<file path="config.mk">
export PLATFORM = sky130hd
export DESIGN_NAME = vnod_div
export DESIGN_NICKNAME = d
export VERILOG_FILES = /design/src/design/vnod_pkg.sv /design/src/design/vnod_div.sv
export SDC_FILE = /design/constraint.sdc
export NUM_CORES = 2
export LEC_CHECK = 0
export BUFFER_PORTS_ARGS = -buffer_cell sky130_fd_sc_hd__buf_4
export CAP_MARGIN = 20
export CORE_MARGIN = 2
export CORE_UTILIZATION = 40
export CTS_CLUSTER_DIAMETER = 120
export DETAILED_ROUTE_END_ITERATION = 10
export GPL_ROUTABILITY_DRIVEN = 0
export PLACE_DENSITY = 0.59
export SLEW_MARGIN = 0
export SYNTH_ARGS = -nofsm -noshare
export SYNTH_HDL_FRONTEND = slang
export SYNTH_SLANG_ARGS = --single-unit
export TNS_END_PERCENT = 20
</file>
<file path="constraint.sdc">
create_clock -name clk -period 14.3 [get_ports clk]
set_input_delay 0.715 -clock clk [delete_from_list [all_inputs] [get_ports clk]]
set_output_delay 0.715 -clock clk [all_outputs]
set_load 0.02 [all_outputs]
</file>
<file path="src/design/vnod_pkg.sv">
`timescale 1ns / 1ps
// ----------------------------------------------------------------------------
// vnod_pkg
// Shared types, constants and step functions of the 2D vector normalize unit.
// ----------------------------------------------------------------------------
package vnod_pkg;

  // Number format.
  localparam int FRAC_BITS = 16;
  localparam int COMP_W    = 32;
  localparam int VAL_W     = 64;
  localparam int EPS_W     = 16;

  // Square root pipeline: 32 result bits, four per stage.
  localparam int SQRT_PER    = 4;
  localparam int SQRT_ITERS  = COMP_W;
  localparam int SQRT_STAGES = SQRT_ITERS / SQRT_PER;

  // Divider pipeline: the quotient never exceeds 2^FRAC_BITS.
  localparam int NUM_W      = COMP_W + FRAC_BITS;
  localparam int DIV_PER    = 4;
  localparam int DIV_STAGES = (FRAC_BITS + 1 + DIV_PER - 1) / DIV_PER;
  localparam int DIV_STEPS  = DIV_STAGES * DIV_PER;

  typedef enum logic [2:0] {
    OP_LENGTH = 3'd0,
    OP_UNIT   = 3'd1,
    OP_ORTHO  = 3'd2,
    OP_ROTATE = 3'd3,
    OP_DOT    = 3'd4
  } op_t;

  // Sideband data that travels with each word.
  typedef struct packed {
    op_t                       op;
    logic                      dir;
    logic signed [COMP_W-1:0]  ax;
    logic signed [COMP_W-1:0]  ay;
    logic signed [VAL_W-1:0]   val;
    logic                      basis;
  } side_t;

  typedef struct packed {
    logic [VAL_W-1:0] rem;
    logic [VAL_W-1:0] res;
  } sq_t;

  typedef struct packed {
    logic [COMP_W-1:0]    r;
    logic [DIV_STEPS-1:0] q;
  } dv_t;

  // Rounded sqrt(1/2) in the vector format, worked out at elaboration.
  function automatic longint unsigned basis_calc();
    longint unsigned v;
    longint unsigned rem;
    longint unsigned res;
    longint unsigned bt;
    v   = 64'd1 << (2 * FRAC_BITS - 1);
    rem = v;
    res = 0;
    bt  = 64'd1 << 62;
    for (int i = 0; i < 32; i++) begin
      if (rem >= res + bt) begin
        rem = rem - (res + bt);
        res = (res >> 1) + bt;
      end else begin
        res = res >> 1;
      end
      bt = bt >> 2;
    end
    if (res * res + res < v) res = res + 1;
    return res;
  endfunction

  localparam logic [COMP_W-1:0] BASIS = COMP_W'(basis_calc());

  // One digit of the restoring square root; i counts from the top digit.
  function automatic sq_t sqrt_step(sq_t s, int i);
    sq_t              o;
    logic [VAL_W-1:0] bt;
    logic [VAL_W-1:0] trial;
    bt    = VAL_W'(1) << (62 - 2 * i);
    trial = s.res + bt;
    if (s.rem >= trial) begin
      o.rem = s.rem - trial;
      o.res = (s.res >> 1) + bt;
    end else begin
      o.rem = s.rem;
      o.res = s.res >> 1;
    end
    return o;
  endfunction

  // One bit of the restoring divider.
  function automatic dv_t div_step(dv_t d, logic nbit, logic [COMP_W-1:0] den);
    dv_t             o;
    logic [COMP_W:0] t;
    logic            ge;
    t  = {d.r, nbit};
    ge = (t >= {1'b0, den});
    if (ge) t = t - {1'b0, den};
    o.r = t[COMP_W-1:0];
    o.q = {d.q[DIV_STEPS-2:0], ge};
    return o;
  endfunction

endpackage

</file>
<file path="src/design/vnod_div.sv">
`timescale 1ns / 1ps
// ----------------------------------------------------------------------------
// vnod_div
// Two pipelined restoring dividers that scale both components by the length.
// ----------------------------------------------------------------------------
module vnod_div (
  input  logic                             clk,
  input  logic                             rst_n,
  input  logic                             en,
  input  logic                             in_vld,
  input  logic [vnod_pkg::NUM_W-1:0]       in_num_x,
  input  logic [vnod_pkg::NUM_W-1:0]       in_num_y,
  input  logic [vnod_pkg::COMP_W-1:0]      in_den,
  input  vnod_pkg::side_t                  in_side,
  output logic                             out_vld,
  output logic [vnod_pkg::COMP_W-1:0]      out_q_x,
  output logic [vnod_pkg::COMP_W-1:0]      out_q_y,
  output vnod_pkg::side_t                  out_side
);

  localparam int LAST = vnod_pkg::DIV_STAGES - 1;

  logic                          vld_r  [vnod_pkg::DIV_STAGES];
  logic [vnod_pkg::NUM_W-1:0]    nx_r   [vnod_pkg::DIV_STAGES];
  logic [vnod_pkg::NUM_W-1:0]    ny_r   [vnod_pkg::DIV_STAGES];
  logic [vnod_pkg::COMP_W-1:0]   den_r  [vnod_pkg::DIV_STAGES];
  vnod_pkg::dv_t                 dx_r   [vnod_pkg::DIV_STAGES];
  vnod_pkg::dv_t                 dy_r   [vnod_pkg::DIV_STAGES];
  vnod_pkg::side_t               side_r [vnod_pkg::DIV_STAGES];

  for (genvar g = 0; g < vnod_pkg::DIV_STAGES; g++) begin : g_stage
    logic                        src_vld;
    logic [vnod_pkg::NUM_W-1:0]  src_nx;
    logic [vnod_pkg::NUM_W-1:0]  src_ny;
    logic [vnod_pkg::COMP_W-1:0] src_den;
    vnod_pkg::dv_t               src_dx;
    vnod_pkg::dv_t               src_dy;
    vnod_pkg::side_t             src_side;
    vnod_pkg::dv_t               dx_nxt;
    vnod_pkg::dv_t               dy_nxt;

    // The first stage starts from the top part of the numerator, which is
    // below the divisor because the quotient fits in the step count.
    if (g == 0) begin : g_first
      assign src_vld  = in_vld;
      assign src_nx   = in_num_x;
      assign src_ny   = in_num_y;
      assign src_den  = in_den;
      assign src_dx   = '{r: vnod_pkg::COMP_W'(in_num_x >> vnod_pkg::DIV_STEPS), q: '0};
      assign src_dy   = '{r: vnod_pkg::COMP_W'(in_num_y >> vnod_pkg::DIV_STEPS), q: '0};
      assign src_side = in_side;
    end else begin : g_rest
      assign src_vld  = vld_r[g-1];
      assign src_nx   = nx_r[g-1];
      assign src_ny   = ny_r[g-1];
      assign src_den  = den_r[g-1];
      assign src_dx   = dx_r[g-1];
      assign src_dy   = dy_r[g-1];
      assign src_side = side_r[g-1];
    end

    // Four quotient bits per stage and component.
    always_comb begin
      dx_nxt = src_dx;
      dy_nxt = src_dy;
      for (int k = 0; k < vnod_pkg::DIV_PER; k++) begin
        dx_nxt = vnod_pkg::div_step(dx_nxt,
                   src_nx[vnod_pkg::DIV_STEPS-1-(g*vnod_pkg::DIV_PER+k)], src_den);
        dy_nxt = vnod_pkg::div_step(dy_nxt,
                   src_ny[vnod_pkg::DIV_STEPS-1-(g*vnod_pkg::DIV_PER+k)], src_den);
      end
    end

    always_ff @(posedge clk) begin
      if (!rst_n) begin
        vld_r[g] <= 1'b0;
      end else if (en) begin
        vld_r[g] <= src_vld;
      end
    end

    always_ff @(posedge clk) begin
      if (en) begin
        nx_r[g]   <= src_nx;
        ny_r[g]   <= src_ny;
        den_r[g]  <= src_den;
        dx_r[g]   <= dx_nxt;
        dy_r[g]   <= dy_nxt;
        side_r[g] <= src_side;
      end
    end
  end

  assign out_vld  = vld_r[LAST];
  assign out_q_x  = vnod_pkg::COMP_W'(dx_r[LAST].q);
  assign out_q_y  = vnod_pkg::COMP_W'(dy_r[LAST].q);
  assign out_side = side_r[LAST];

endmodule

</file>
---- Word-level counts from Yosys, hierarchy flattened ----
Memories as Yosys holds them, arrays and structs flattened.
Cells that the tools add are included.
word-level totals
  register bits ........................... 0
  logic and storage cells ................. 142
  RAM bits ................................ 1830
  memories kept ........................... 7
  input port bits ......................... 265
  output and inout bits ................... 198
cells by class
  bitwise logic cells ..................... 5
  mux-type cells .......................... 50
  $lt $le $gt $ge ......................... 40
  add/subtract/negate cells ............... 40
memory list
  name             depth  width  rd ports  clocked after memory_dff  write ports  line            text
  side_r           5      133    5         0                         5            vnod_div.sv:29  vnod_pkg::side_t side_r [vnod_pkg::DIV_STAGES];
  dx_r             5      52     5         0                         5            vnod_div.sv:27  vnod_pkg::dv_t dx_r [vnod_pkg::DIV_STAGES];
  dy_r             5      52     5         0                         5            vnod_div.sv:28  vnod_pkg::dv_t dy_r [vnod_pkg::DIV_STAGES];
  nx_r             5      48     4         0                         5            vnod_div.sv:24  logic [vnod_pkg::NUM_W-1:0] nx_r [vnod_pkg::DIV_STAGES];
  ny_r             5      48     4         0                         5            vnod_div.sv:25  logic [vnod_pkg::NUM_W-1:0] ny_r [vnod_pkg::DIV_STAGES];
  den_r            5      32     4         0                         5            vnod_div.sv:26  logic [vnod_pkg::COMP_W-1:0] den_r [vnod_pkg::DIV_STAGES];
  1 more memories  --     --     --        --                        --           --
operators by type and width
  operator                        number
  2-to-1 mux 32 bit               40
  >= comparator 33 x 32 -> 1 bit  38
  subtractor 32 bit               38
  >= comparator 29 x 32 -> 1 bit  2
  subtractor 29 x 32 -> 32 bit    2
  2-to-1 mux 1 bit                10
  OR 1 bit                        5

---- Depth between registers and ports, before layout ----
An unclocked memory read counts as a cell.
  depth after elaboration ................. 9
  mapped depth ............................ 61
  depth with buffers taken out ............ 53

---- Worst setup path after synthesis ----
No wires, ideal clock.
  kind .................................... input to register
  start point ............................. input port in_den[10] (netlist name)
  end point ............................... memory dy_r[0][43] (netlist name), data pin
  library setup time ...................... 0.260 ns
  required time ........................... 14.040 ns
  stages on the path ...................... 56
  path buffers ............................ 9
  arrival ................................. 12.108 ns
  slack ................................... 1.933 ns
  cell sequence ........................... inv_1 ha_1 and3_1 a2111o_1 a31o_2 a31oi_4 o221a_2 a221o_1 buf_4 clkbuf_1 buf_1 nor2_1 a21oi_1 inv_1 ha_1 and3_1 nand2_1 nor3_1 [20 not listed] buf_2 buf_2 a21oi_1 ha_1 nor2b_1 o21ai_0 a21boi_0 o21ai_0 a21oi_1 a31oi_1 o21ai_0 a21o_1 o31a_1 a211oi_1 o31a_1 buf_2 buf_2 mux2_2
RTL lines
  what                line            text
  start: declaration  vnod_div.sv:13  input logic [vnod_pkg::COMP_W-1:0] in_den,
  end: declaration    vnod_div.sv:28

==> results.md <==
Status:
- The run finished with clean final reports.

Global routing:
- The global-route congestion overflow total is 0.
- The global-route wire length before repair is 553,000 um.
- Entering global routing, the biggest net connects 201 pins.
- The number of antenna violations at the first check in global routing was 17.
- The aggregate global-route resource usage is 24.8%.
- The number of global-route vias before repair came to 94.1k.

Worst setup path:
- The sort of element at the start of the critical path is a register.
- The critical path class is register to register.
- Counting both buffers and inverters, the worst setup path holds a total of 6.
- The required time at the endpoint of the critical path is 14.82 ns.
- The data arrival time of the critical path is 14.21 ns.
- The worst reg-to-reg path cell count is 50.
- The endpoint type of the worst setup path is a register.
- The setup check on the worst reg-to-reg path leaves a slack of 0.61 ns.
- The worst register-to-register path ends at dx_r[0][74]$_DFFE_PP_.
- Tracing the worst setup path back leads to its startpoint at den_r[0][3]$_DFFE_PP_.
- Of all nets on the critical path, the largest fanout is 31.
- The cell count along the critical path is 50.
- Grouping stages by cell kind, the critical path spends the most delay in compound AO/OA/AOI/OAI gates.
- The worst register-to-register path begins at den_r[0][3]$_DFFE_PP_.
- The delay of the slowest cell on the worst path is 0.97 ns.
- The critical path's most frequent cell is a21o_1.
- The endpoint of the most critical setup path is dx_r[0][74]$_DFFE_PP_.
- For this design, the slowest cell found on the critical path is a2111oi_0.

Timing:
- The smallest setup slack after layout is 0.614 ns.
- The number of max-slew violations in the final report is 0.
- The final critical-path required period is 13.69 ns.
- After layout, the worst path uses 95.7% of the clock period.
- Setup repair after global routing left no endpoint under its margin.
- The total of endpoints with negative setup slack in the final report is 0.
- The clock arrives with 0.116 ns of skew.
- The count of endpoints failing hold in the final timing report is 0.
- In this run the tightest slew margin relative to its limit is 16.9%.
- The upper clock frequency limit is 73.1 MHz.
- The accumulated negative setup slack is 0 ns.
- The pin slew with the least headroom to its limit is 1.25 ns.

Synth:
- The number of standard cells after synthesis is 11.8k.
- In this run the biggest area consumer among cell types represents 33.4% of the synthesized area.
- The most used flip-flop cell after synthesis is edfxtp_1.
- The average cell area after synthesis is 9.56 um2.
- Summing every instance area after synthesis gives 0.113 mm2.
- The number of warnings reported in the yosys synthesis log is 0.
- In this run, synthesis inferred 1,253 flip-flops with an integrated enable.
- The number of storage elements in the synthesis netlist is 1,254.
- The proportion of synthesized flip-flops having asynchronous set or reset is 0%.
- After synthesis, the cell types taking the most area are edfxtp_1 33%, ha_1 14%, mux2_2 5.8%.
- The number of unique standard cell types used by synthesis is 116.
- The largest total area in the synthesized netlist belongs to edfxtp_1.
- For this run, the register share of the synthesized area comes to 33.4%.

Drt:
- The first TritonRoute pass finished after 6 iterations.
- Across all layers, the routed design uses 97.2k vias.
- Dividing the detail-routed wire length by the instance count gives 22.5 um.
- The detailed router finished its first iteration with 8,634 violations.
- The post-detailed-route DRC marker count is 0.
- The total routed wirelength is 369,000 um.
- The post-detailed-route count of antenna-violating nets is 0.
- The via density per instance is 5.93.

Floorplan:
- The total number of placement rows is 194.
- The initial core utilization is 40.3%.
- The die extent in y is 535 um.
- The x dimension of the die is 535 um.
- The I/O pin count is 463.
- The total area inside the core boundary comes to 0.280 mm2.
- The floorplan step defined a die boundary enclosing 0.286 mm2.

Worst hold path:
- The path category of the worst min-delay check is primary input to register.

Clock tree:
- The cell at the root of the clock tree is clkbuf_16.
- The clock passes through at most 4 buffers.
- The later pin in the worst-skew pair is clocked with a latency of 0.90 ns.
- The TritonCTS buffer count is 158.
- The maximum level of the CTS H-tree is 4.
- The clock net in this run drives a total of 1,254 sinks.
- The CTS tree is yes.
- The clock slew at the register clock pins of the worst setup and hold paths is 0.06 ns.

Layout:
- Cells with a size suffix above 1 make up 13.9% of the layout.
- After filler insertion, the fill cell instance count of the layout stands at 26.3k.
- In the final design database the tool counted 14.1k nets.
- The area added between synthesis and finish is 13.8%.

Placement:
- Input and output buffers added on the ports amount to 438.
- At the placement stage, the worst setup path has a slack of 0.300 ns.
- The HPWL after detailed placement is 290,000 um.

Job:
- Across the run, the number of max-cap violations was 0.
flip-flops by register name, indices dropped and copies added (netlist names):
register,count
ny_r,40
nx_r,40
den_r,128
dy_r,188
dx_r,188
side_r,665
vld_r,5
worst min-delay path by stage:
stage                                           to  slack, ns  cells past startpoint                      from
after floorplan             dx_r[0][108]$_DFFE_PP_       0.40                      0     dx_r[0][52]$_DFFE_PP_
after global placement    side_r[0][502]$_DFFE_PP_       0.40                      0  side_r[0][369]$_DFFE_PP_
after detailed placement    dx_r[0][213]$_DFFE_PP_       0.40                      0    dx_r[0][157]$_DFFE_PP_
after CTS                   side_r[0][6]$_DFFE_PP_     0.0004                      1                in_side[6]
after global routing        side_r[0][6]$_DFFE_PP_       0.02                      1                in_side[6]
final                        nx_r[0][14]$_DFFE_PP_       0.06                      1              in_num_x[14]
cell usage after synthesis, types with 67 or more instances:
| master | number |
|---|---|
| ha_1 | 1274 |
| edfxtp_1 | 1253 |
| a21oi_1 | 1036 |
| nand2_1 | 884 |
| o21ai_0 | 807 |
| nor2_1 | 667 |
| xnor2_1 | 663 |
| inv_1 | 596 |
| mux2_2 | 579 |
| a21o_1 | 532 |
| xor2_1 | 319 |
| nand3_1 | 215 |
| o21a_1 | 201 |
| nor3_1 | 192 |
| nand4_1 | 172 |
| o21bai_1 | 160 |
| nor2b_1 | 156 |
| nand2b_1 | 155 |
| clkbuf_1 | 152 |
| and3_1 | 135 |
| a31oi_1 | 129 |
| a211oi_1 | 119 |
| and2_1 | 73 |
| mux2i_1 | 72 |
| buf_4 | 69 |
| o211ai_1 | 67 |
layer usage:
layer / track usage (%) / part of all wire [%] / wire length (um) / vias up
met5: 0 / 0.015 / 57 / -
met1: 30.8 / 41 / 151000 / 46363
li1: - / - / - / 46079
met4: 14.1 / 6.3 / 23400 / 8
met2: 40.9 / 46 / 169000 / 3848
met3: 3.76 / 7.1 / 26300 / 911
area by class of cell:
| class | instances | area, um2 | share of cell area [%] |
|---|---|---|---|
| Antenna cell | 9 | 22.5 | 0.0176 |
| Clock buffer | 185 | 4120 | 3.21 |
| Clock inverter | 95 | 985 | 0.768 |
| Inverter | 617 | 2340 | 1.83 |
| Multi-Input combinational cell | 9644 | 71400 | 55.7 |
| Sequential cell | 1254 | 37600 | 29.4 |
| Tap cell | 3724 | 4660 | 3.63 |
| Timing Repair Buffer | 878 | 7050 | 5.50 |
layout by cell type, fill, tap and decap left out, types with 215 or more instances in the layout:
cell type,instances
o21ai_0,803
nor2_1,666
mux2_2,579
nand2_1,884
buf_4,756
a21o_1,532
xnor2_1,663
edfxtp_1,1253
inv_1,590
nand3_1,215
xor2_1,319
ha_1,1274
a21oi_1,1033
cells by family after synthesis:
| group | share of synthesized area (%) |
|---|---|
| AO/OA/AOI/OAI | 21.2 |
| AND/OR/NAND/NOR | 12.7 |
| adder cells (fa/ha/maj) | 14.8 |
| flip-flops | 33.4 |
| XOR/XNOR | 7.63 |
| buffers and inverters | 3.41 |
| multiplexers | 6.84 |
| other | 0.00333 |
stage by stage:
stage	hold WS, ns	cell area [um2]	util (%)	std cells
floorplan	0.400	113000	-	11815
global placement	0.400	122000	43.5	15986
detailed placement	0.405	122000	43.5	15986
CTS	0.000410	128000	45.7	16372
global route	0.0214	128000	45.8	16400
finish	0.0570	128000	45.8	16406
repair_timing:
action | 4_1_cts | 5_1_grt
hold endpoints to repair | 106 | 0
hold buffers | 106 | 0
setup endpoints to repair | 0 | 128
setup buffers | 0 | 25
gates resized for setup | 0 | 27
Power is not shown: default switching activity piles up to over one toggle a cycle in this logic, so the estimate is an artifact.
